**src/rtl/core/zip_traditional_decrypt_core_assert.svh**
```systemverilog
// ----------------------------------------------------------------------------
// Assertion macros for the traditional ZIP decrypt core
// Concurrent checks that compile away when SYNTHESIS is defined.
// ----------------------------------------------------------------------------
`ifndef ZIP_TRADITIONAL_DECRYPT_CORE_ASSERT_SVH
`define ZIP_TRADITIONAL_DECRYPT_CORE_ASSERT_SVH

`ifndef SYNTHESIS

// Same-cycle implication, disabled while reset is asserted
`define ZTD_ASSERT_IMP(lbl, clk, rst_n, ante, cons) \
	lbl: assert property (@(posedge clk) disable iff (!(rst_n)) (ante) |-> (cons)) \
		else $error("assertion failed: implication");

// Next-cycle implication, disabled while reset is asserted
`define ZTD_ASSERT_NXT(lbl, clk, rst_n, ante, cons) \
	lbl: assert property (@(posedge clk) disable iff (!(rst_n)) (ante) |=> (cons)) \
		else $error("assertion failed: next-cycle implication");

`else

`define ZTD_ASSERT_IMP(lbl, clk, rst_n, ante, cons)
`define ZTD_ASSERT_NXT(lbl, clk, rst_n, ante, cons)

`endif

`endif

```
**src/rtl/core/zipd_pkg.sv**
```systemverilog
// ----------------------------------------------------------------------------
// zipd_pkg
// Types, constants and the CRC-32 byte step shared by the decrypt core.
// ----------------------------------------------------------------------------
package zipd_pkg;

	localparam logic [31:0] KEY0_INIT = 32'h12345678;
	localparam logic [31:0] KEY1_INIT = 32'h23456789;
	localparam logic [31:0] KEY2_INIT = 32'h34567890;
	localparam logic [31:0] KEY_MULT  = 32'd134775813;
	localparam logic [31:0] CRC_POLY  = 32'hEDB88320;
	localparam logic [3:0]  HDR_LEN   = 4'd12;

	// Operation codes
	localparam logic [1:0] OP_INIT     = 2'd0;
	localparam logic [1:0] OP_PASSWORD = 2'd1;
	localparam logic [1:0] OP_CIPHER   = 2'd2;

	typedef struct packed {
		logic [1:0] operation;
		logic [7:0] data_byte;
		logic       last;
	} in_item_t;

	typedef struct packed {
		logic [7:0] plain_byte;
		logic       is_header;
		logic       check_done;
		logic       password_ok;
		logic       last_out;
	} out_item_t;

	typedef enum logic [2:0] {
		ST_IDLE,
		ST_STREAM,
		ST_KEY0,
		ST_SUM,
		ST_MUL,
		ST_KEY1,
		ST_KEY2,
		ST_DONE
	} state_t;

	// Reflected CRC-32 step over one byte, no inversion
	function automatic logic [31:0] crc_step(input logic [31:0] crc, input logic [7:0] b);
		logic [31:0] c;
		c = crc ^ {24'd0, b};
		for (int i = 0; i < 8; i++) begin
			c = c[0] ? ((c >> 1) ^ CRC_POLY) : (c >> 1);
		end
		return c;
	endfunction

endpackage

```
**src/rtl/core/zipd_mul.sv**
```systemverilog
// ----------------------------------------------------------------------------
// zipd_mul
// Shared 32x32 multiplier, low word of the product registered.
// ----------------------------------------------------------------------------
module zipd_mul (
	input  logic        clk,
	input  logic        en,
	input  logic [31:0] a,
	input  logic [31:0] b,
	output logic [31:0] p
);

	logic [31:0] p_q;

	always_ff @(posedge clk) begin
		if (en) begin
			p_q <= a * b;
		end
	end

	assign p = p_q;

endmodule

```
**src/rtl/core/zip_traditional_decrypt_core.sv**
```systemverilog
// ----------------------------------------------------------------------------
// zip_traditional_decrypt_core
// Cipher bytes step through STREAM, KEY0, SUM, MUL, KEY1, KEY2 and DONE,
// password bytes through KEY0 to DONE, init and unused codes straight to DONE;
// the result beat is registered as the item leaves DONE. One item at a time:
// the sequencer reuses one multiplier and one CRC step, so a new item stalls
// until the last leaves DONE, also while an earlier result beat is held off.
// Reset loads the key constants, clears the header count and check byte.
// ----------------------------------------------------------------------------
`include "zip_traditional_decrypt_core_assert.svh"

module zip_traditional_decrypt_core
	import zipd_pkg::*;
(
	input  logic       clk,
	input  logic       arst_n,
	input  logic       in_valid,
	output logic       in_stall,
	input  in_item_t   in_data,
	output logic       out_valid,
	input  logic       out_stall,
	output out_item_t  out_data,
	input  logic       cfg_wr_en,
	input  logic [7:0] cfg_wr_data
);

	state_t      state_q, state_nxt;
	in_item_t    item_q;
	logic [31:0] key0_q, key1_q, key2_q;
	logic [3:0]  hdr_cnt_q;
	logic [7:0]  check_q;
	logic [7:0]  plain_q;
	out_item_t   out_q;
	logic        out_valid_q;

	logic        in_acc;
	logic        out_free;
	logic        mul_en;
	logic [31:0] mul_a, mul_b, prod;
	logic [31:0] crc_in, crc_out;
	logic [7:0]  crc_byte;
	logic [7:0]  mix_byte;
	logic [15:0] ks_t;
	out_item_t   res;

	assign in_stall = (state_q != ST_IDLE);
	assign in_acc   = in_valid && !in_stall;
	assign out_free = !out_valid_q || !out_stall;

	zipd_mul u_mul (
		.clk (clk),
		.en  (mul_en),
		.a   (mul_a),
		.b   (mul_b),
		.p   (prod)
	);

	// next state
	always_comb begin
		state_nxt = state_q;
		unique case (state_q)
			ST_IDLE: begin
				if (in_acc) begin
					if (in_data.operation == OP_CIPHER) begin
						state_nxt = ST_STREAM;
					end else if (in_data.operation == OP_PASSWORD) begin
						state_nxt = ST_KEY0;
					end else begin
						state_nxt = ST_DONE;
					end
				end
			end
			ST_STREAM: state_nxt = ST_KEY0;
			ST_KEY0:   state_nxt = ST_SUM;
			ST_SUM:    state_nxt = ST_MUL;
			ST_MUL:    state_nxt = ST_KEY1;
			ST_KEY1:   state_nxt = ST_KEY2;
			ST_KEY2:   state_nxt = ST_DONE;
			ST_DONE: begin
				if (out_free) begin
					state_nxt = ST_IDLE;
				end
			end
			default:   state_nxt = ST_IDLE;
		endcase
	end

	// operand selection for the shared multiplier and CRC step
	assign ks_t     = {key2_q[15:2], 1'b1, key2_q[0]};
	assign mix_byte = (item_q.operation == OP_CIPHER) ? (item_q.data_byte ^ prod[15:8])
	                                                  : item_q.data_byte;

	always_comb begin
		mul_en   = 1'b0;
		mul_a    = key1_q;
		mul_b    = KEY_MULT;
		crc_in   = key0_q;
		crc_byte = mix_byte;
		unique case (state_q)
			ST_STREAM: begin
				mul_en = 1'b1;
				mul_a  = {16'd0, ks_t};
				mul_b  = {16'd0, ks_t ^ 16'd1};
			end
			ST_MUL: begin
				mul_en = 1'b1;
			end
			ST_KEY2: begin
				crc_in   = key2_q;
				crc_byte = key1_q[31:24];
			end
			default: begin
			end
		endcase
	end

	assign crc_out = crc_step(crc_in, crc_byte);

	// result beat
	always_comb begin
		res = '0;
		if (item_q.operation == OP_CIPHER) begin
			res.plain_byte = plain_q;
			res.last_out   = item_q.last;
			if (hdr_cnt_q < HDR_LEN) begin
				res.is_header = 1'b1;
				if (hdr_cnt_q == HDR_LEN - 4'd1) begin
					res.check_done  = 1'b1;
					res.password_ok = (plain_q == check_q);
				end
			end
		end
	end

	always_ff @(posedge clk or negedge arst_n) begin
		if (!arst_n) begin
			state_q     <= ST_IDLE;
			key0_q      <= KEY0_INIT;
			key1_q      <= KEY1_INIT;
			key2_q      <= KEY2_INIT;
			hdr_cnt_q   <= '0;
			check_q     <= '0;
			out_valid_q <= 1'b0;
		end else begin
			state_q <= state_nxt;
			if (cfg_wr_en) begin
				check_q <= cfg_wr_data;
			end
			if (in_acc && in_data.operation == OP_INIT) begin
				key0_q    <= KEY0_INIT;
				key1_q    <= KEY1_INIT;
				key2_q    <= KEY2_INIT;
				hdr_cnt_q <= '0;
			end
			case (state_q)
				ST_KEY0: key0_q <= crc_out;
				ST_SUM:  key1_q <= key1_q + {24'd0, key0_q[7:0]};
				ST_KEY1: key1_q <= prod + 32'd1;
				ST_KEY2: key2_q <= crc_out;
				default: begin
				end
			endcase
			if (state_q == ST_DONE && out_free) begin
				out_valid_q <= 1'b1;
				// advance the header count, saturating after the check byte
				if (item_q.operation == OP_CIPHER && hdr_cnt_q < HDR_LEN) begin
					hdr_cnt_q <= hdr_cnt_q + 4'd1;
				end
			end else if (out_valid_q && !out_stall) begin
				out_valid_q <= 1'b0;
			end
		end
	end

	always_ff @(posedge clk) begin
		if (in_acc) begin
			item_q <= in_data;
		end
		if (state_q == ST_KEY0) begin
			plain_q <= mix_byte;
		end
		if (state_q == ST_DONE && out_free) begin
			out_q <= res;
		end
	end

	assign out_valid = out_valid_q;
	assign out_data  = out_q;

	`ZTD_ASSERT_NXT(a_busy_after_accept, clk, arst_n, in_valid && !in_stall, in_stall)
	`ZTD_ASSERT_IMP(a_hdr_cnt_range, clk, arst_n, 1'b1, hdr_cnt_q <= HDR_LEN)
	`ZTD_ASSERT_IMP(a_check_in_header, clk, arst_n, out_valid && out_data.check_done, out_data.is_header)
	`ZTD_ASSERT_IMP(a_ok_needs_check, clk, arst_n, out_valid && out_data.password_ok, out_data.check_done)

endmodule
```
**config.mk**
```make
export PLATFORM = sky130hd
export DESIGN_NAME = zip_traditional_decrypt_core
export DESIGN_NICKNAME = d
export VERILOG_FILES = /design/src/rtl/core/zipd_pkg.sv /design/src/rtl/core/zipd_mul.sv /design/src/rtl/core/zip_traditional_decrypt_core.sv
export VERILOG_INCLUDE_DIRS = /design/src /design/src/rtl/core
export SDC_FILE = /design/constraint.sdc
export NUM_CORES = 1
export LEC_CHECK = 0
export ABC_AREA = 0
export BUFFER_PORTS_ARGS = -buffer_cell sky130_fd_sc_hd__buf_2
export CORE_MARGIN = 2
export CORE_UTILIZATION = 60
export DETAILED_ROUTE_END_ITERATION = 6
export GPL_TIMING_DRIVEN = 1
export PLACE_DENSITY = 0.86
export SETUP_SLACK_MARGIN = 0.15
export SLEW_MARGIN = 20
export SYNTH_ARGS = -nofsm -noshare
export SYNTH_HDL_FRONTEND = slang
export SYNTH_SLANG_ARGS = --single-unit
```
**constraint.sdc**
```tcl
create_clock -name clk -period 8.94 [get_ports clk]
set_clock_uncertainty 0.2 [all_clocks]
set_input_delay 0.894 -clock clk [delete_from_list [all_inputs] [get_ports clk]]
set_output_delay 0.894 -clock clk [all_outputs]
set_load 0.05 [all_outputs]
```
Word-level counts from Yosys, hierarchy flattened
Index checks and enable logic that the tools add are counted.

Register bits: 175. Output and inout bits: 14. Input bits: 24. Word-level logic and storage cells: 99.

Reductions and logical operators: 20. Multiply operators: 1. Equal/unequal tests: 14. Bitwise operators: 11. $add $sub $neg: 3. Order comparisons: 1. Multiplexer cells: 32.

Operators with widths (count): two-way mux 32 bit (15); inverter 13 -> 14 bit (8); one-hot mux 32 bit (2 select lines) (1); adder 32 x 1 -> 32 bit, second input constant (1); adder 32 x 8 -> 32 bit (1); multiplier 32 x 28 -> 32 bit (1); XOR 32 x 8 -> 32 bit (1); two-way mux 28 bit (1); one-hot mux 3 bit (8 select lines) (1); two-way mux 8 bit (2); two-way mux 3 bit (5); == test 3 bit, second input constant (4); two-way mux 4 bit (3); == test 8 bit (1); XOR 8 bit (1); == test 3 x 2 -> 1 bit, second input constant (2); nonzero test 2 bit (3); nonzero test 3 bit (2); logical AND 1 bit (5); adder 4 x 1 -> 4 bit, second input constant (1); == test 2 bit, second input constant (2); == test 4 bit, second input constant (1); < comparator 4 bit, second input constant (1); inequality test 2 bit, second input constant (2); other kinds (12) (17).

Logic depth before layout (Yosys ltp)
Depth after elaboration: 21. Gate-level depth with buffers: 32. Gate-level depth less buffers: 31.

By module
Synthesis repeated with hierarchy kept, for this count alone.

Cell total of the unflattened synthesis: 2648. Area, all modules: 25614.6 um^2.

By module, submodules not included: zipd_mul (area an instance 16784.8 um^2, cells each 1741, times used 1, sequential area each 960.9 um^2); zip_traditional_decrypt_core (area an instance 8829.7 um^2, cells each 907, times used 1, sequential area each 3783.6 um^2).

Worst setup path after synthesis
Ideal clock, no wire load.

Path kind: flip-flop to flip-flop. Start: register state_q[1]. End: register u_mul.p_q[31] (netlist: u_mul.p[31]) (data pin). Setup slack: 1408 ps. Path buffers: 3. Stages on the path, launching flop included: 29. Required time: 8479 ps. Setup time: 261 ps. Period minus slack after synthesis: 7532 ps. Arrival: 7070 ps. Cell sequence: dfrtp_1 inv_1 ha_1 nand2b_1 clkbuf_1 clkbuf_1 clkbuf_1 a21o_1 fa_1 fa_1 fa_1 inv_1 fa_1 inv_1 fa_1 inv_1 fa_1 fa_1 inv_1 ha_1 a21o_1 a21o_1 a21o_1 nor3_1 a21oi_1 a211oi_1 a21o_1 o21ai_0 xnor2_1.

Longest elaborated chain between the ends: 3. Elaborated cells between the ends (all ways): 4. Classes of those cells: mul: 1; eq/ne: 1; mux: 2.

RTL lines: start: declaration (RTL line zip_traditional_decrypt_core.sv:27) `state_t state_q, state_nxt;`; start signal: assignment (RTL line zip_traditional_decrypt_core.sv:145) `state_q <= state_nxt;`; == test 3 x 1 -> 1 bit (*) (RTL line zip_traditional_decrypt_core.sv:99) `unique case (state_q)`; two-way mux 32 bit or two-way mux 28 bit (tied branches) (RTL line zip_traditional_decrypt_core.sv:99); multiplier 32 x 28 -> 32 bit (*) (RTL line zipd_mul.sv:17) `p_q <= a * b;`; end signal: assignment (RTL line zipd_mul.sv:17); end: declaration (RTL line zipd_mul.sv:13) `logic [31:0] p_q;`.

Mark *: on every way between the ends. The rest lies on a longest branch, timed or not. A chain may end at the register's enable or synchronous reset.

Final worst setup path
Ends and elaborated chain as after synthesis.

==> results.py <==
metrics = {
    "critical_path": {
        "cp_top_family": "adder cells",
        "crit_arrival_ns": 8.24,
        "crit_path_frequent_cell": "fa_1",
        "start_kind": "flop",
        "end_kind": "flop",
        "timing.critical_path.buf_inv": 8,
        "cp_slowest_stage_delay_ns": 0.61,
        "cp_slowest_cell": "and2_1",
        "cp.required_ns": 8.95,
        "path_class": "reg -> reg",
        "crit_fanout": 44,
    },
    "clock_tree": {
        "cts_tree": "built",
        "cts_sinks": 175,
        "clk_latency_ns": 0.45,
        "clock_tree.root_cell": "clkbuf_16",
        "cts_setup_buffers": 0,
        "h-tree-depth": 4,
        "clock_path_buffers": 2,
        "clkTransAtPathRegs_ns": 0.08,
        "cts_hold_buffers": 0,
        "cts_resized": 0,
        "numCtsBuffers": 17,
    },
    "logic_synthesis": {
        "synth_warnings": 0,
        "ys.flop_type": "dfrtp_1",
        "synth-edff-count": 63,
        "synthCells": 2209,
        "synth_cell_types": 68,
        "synth_area_per_cell_um2": 9.59,
        "synth_top_area_share_pct": 30.1,
        "ys_ff_latch": 175,
        "ys_seq_area_share_pct": 22.4,
        "synthArstFlopShare_pct": 64.0,
        "ys_top_cells_by_area": "fa_1 30%, edfxtp_1 8.9%, dfrtp_1 8.5%",
        "syn_area_um2": 21200,
        "yosysTopAreaCell": "fa_1",
    },
    "placed_design": {
        "io_buffers": 37,
        "routabilityCongestion": 1.01,
        "dp_hpwl_um": 44100,
        "placed_cells": 2722,
    },
    "sta": {
        "layout_min_cycle_time_ns": 8.24,
        "fmax_mhz": 121,
        "setup_viol": 0,
        "hold_viol": 0,
        "drv_slew": 0,
        "fin_tns_setup_ns": 0,
        "post-route-period-util_pct": 92.2,
        "rsz0062_at_grt": "no",
        "maxSlewHeadroom_pct": 32.5,
        "worst_pin_slew_ns": 1.01,
    },
    "min_path": {
        "min_path_type": "in -> async",
    },
    "final_layout": {
        "final_nets": 2758,
        "final_cells": 2755,
        "utilization_pct": 65.6,
        "regArea_um2": 4740,
        "mostFrequentLayoutCells": "479 x inv_1, 318 x fa_1, 190 x nand2_1",
        "drive_gt1_share_pct": 7.31,
        "areaGrowthSynthToFinish_pct": 7.28,
        "multi_input_area_um2": 14600,
        "final_common_cell": "inv_1",
        "nFillCells": 2610,
    },
    "floorplan": {
        "die_w_um": 192,
        "design.core.area_um2": 34600,
        "start_util_pct": 61.2,
        "die_h_um": 192,
        "rows": 68,
        "num_io_pins": 38,
        "dieArea_um2": 36800,
    },
    "grt": {
        "grt_max_degree": 74,
        "grt_pass1_wl_um": 89700,
        "grt_pass1_vias": 16862,
        "antenna_found_initial": 1,
        "track_usage_pct": 32.3,
        "grt.overflow.total": 0,
    },
    "flow_run": {
        "cap_violations": 0,
    },
    "route": {
        "via_per_inst": 5.74,
        "drtAntennaViolNets": 0,
        "drt-wirelength-per-cell_um": 20.1,
        "vias": 15818,
        "dr.pass1.iters": 7,
        "drt_iter0_markers": 1815,
        "wl_um": 55500,
        "post-route-drc-count": 1,
    },
    "status": {
        "status": "finished with violations",
        "failed_checks": "design-rule violations",
    },
}
-- synth_stat cells (5+ instances only) --
cell type / count
a211oi_1: 6
a21o_1: 27
a21oi_1: 64
a22oi_1: 7
and2_1: 49
and3_1: 100
clkbuf_1: 82
dfrtp_1: 72
dfstp_2: 40
edfxtp_1: 63
fa_1: 318
ha_1: 130
inv_1: 480
mux2_2: 8
nand2_1: 190
nand2b_1: 11
nand3_1: 61
nand3b_1: 6
nand4_1: 12
nor2_1: 82
nor3_1: 19
o211ai_1: 9
o21ai_0: 69
o21bai_1: 5
o221ai_1: 5
o22ai_1: 10
o311ai_0: 12
or2_2: 8
xnor2_1: 142
xor2_1: 51
-- area by class of cell --
class / instances / area share, %
Tap cell: 455 / 2.51
Clock buffer: 17 / 1.87
Clock inverter: 15 / 0.831
Timing Repair Buffer: 61 / 1.62
Multi-Input combinational cell: 1551 / 64.3
Sequential cell: 175 / 20.9
Antenna cell: 1 / 0.0110
Inverter: 480 / 7.94
-- path summary, 6_finish.rpt --
check / endpoint / slack, ns / cells after the start / from
max in group asynchronous: out_valid$_DFFE_PN0P_ / 6.98 / 2 / arst_n
max reg2reg: u_mul.p[31]$_DFFE_PP_ / 0.70 / 29 / state_q[1]$_DFFE_PN0P_
min: check_q[7]$_DFFE_PN0P_ / 0.22 / 1 / arst_n
min in group clk: key0_q[17]$_DFFE_PN0P_ / 0.31 / 2 / key0_q[17]$_DFFE_PN0P_
min reg2reg: key0_q[17]$_DFFE_PN0P_ / 0.31 / 2 / key0_q[17]$_DFFE_PN0P_
max: u_mul.p[31]$_DFFE_PP_ / 0.70 / 29 / state_q[1]$_DFFE_PN0P_
-- metrics by stage --
step                      setup slack (ns)  hold slack (ns)  cell area [um2]
after CTS                            0.576            0.231            22700
after global routing                 0.307            0.240            22700
after floorplan                       1.41            0.270            21500
after global placement               0.787            0.287            22100
final                                0.702            0.217            22700
after detailed placement             0.622            0.291            22100
-- layer usage --
layer / share of wire (%) / global-route usage (%)
met1: 38 / 42.2
met2: 46 / 51.7
met3: 9.9 / 6.50
met4: 5.8 / 15.8
met5: 0 / 0
-- worst reg2reg max path: cells and delay by family (launching register included) --
kind            cells  cell delay [ns]
buf+inv             8             0.89
simple gates        7             1.67
xor+xnor            1             0.14
flops               1             0.42
compound gates      4             0.75
fa+ha+maj           9             3.92
-- cell families after synthesis --
group	share of synthesized area [%]
adder cells (fa/ha/maj)	37.7
buffers and inverters	10.1
XOR/XNOR	8.80
other	0.0355
flip-flops	22.4
AO/OA/AOI/OAI	7.62
multiplexers	0.567
AND/OR/NAND/NOR	12.8
-- sequential cells by signal, indices dropped and copies added, names as in the netlist --
| signal | flops |
|---|---|
| hdr_cnt_q | 4 |
| out_valid | 1 |
| plain_q | 8 |
| item_q | 11 |
| key2_q | 32 |
| key1_q | 32 |
| state_q | 3 |
| key0_q | 32 |
| check_q | 8 |
| u_mul.p | 32 |
| out_data | 12 |
Power is not shown: default switching activity piles up to over one toggle a cycle in this logic, so the estimate is an artifact.
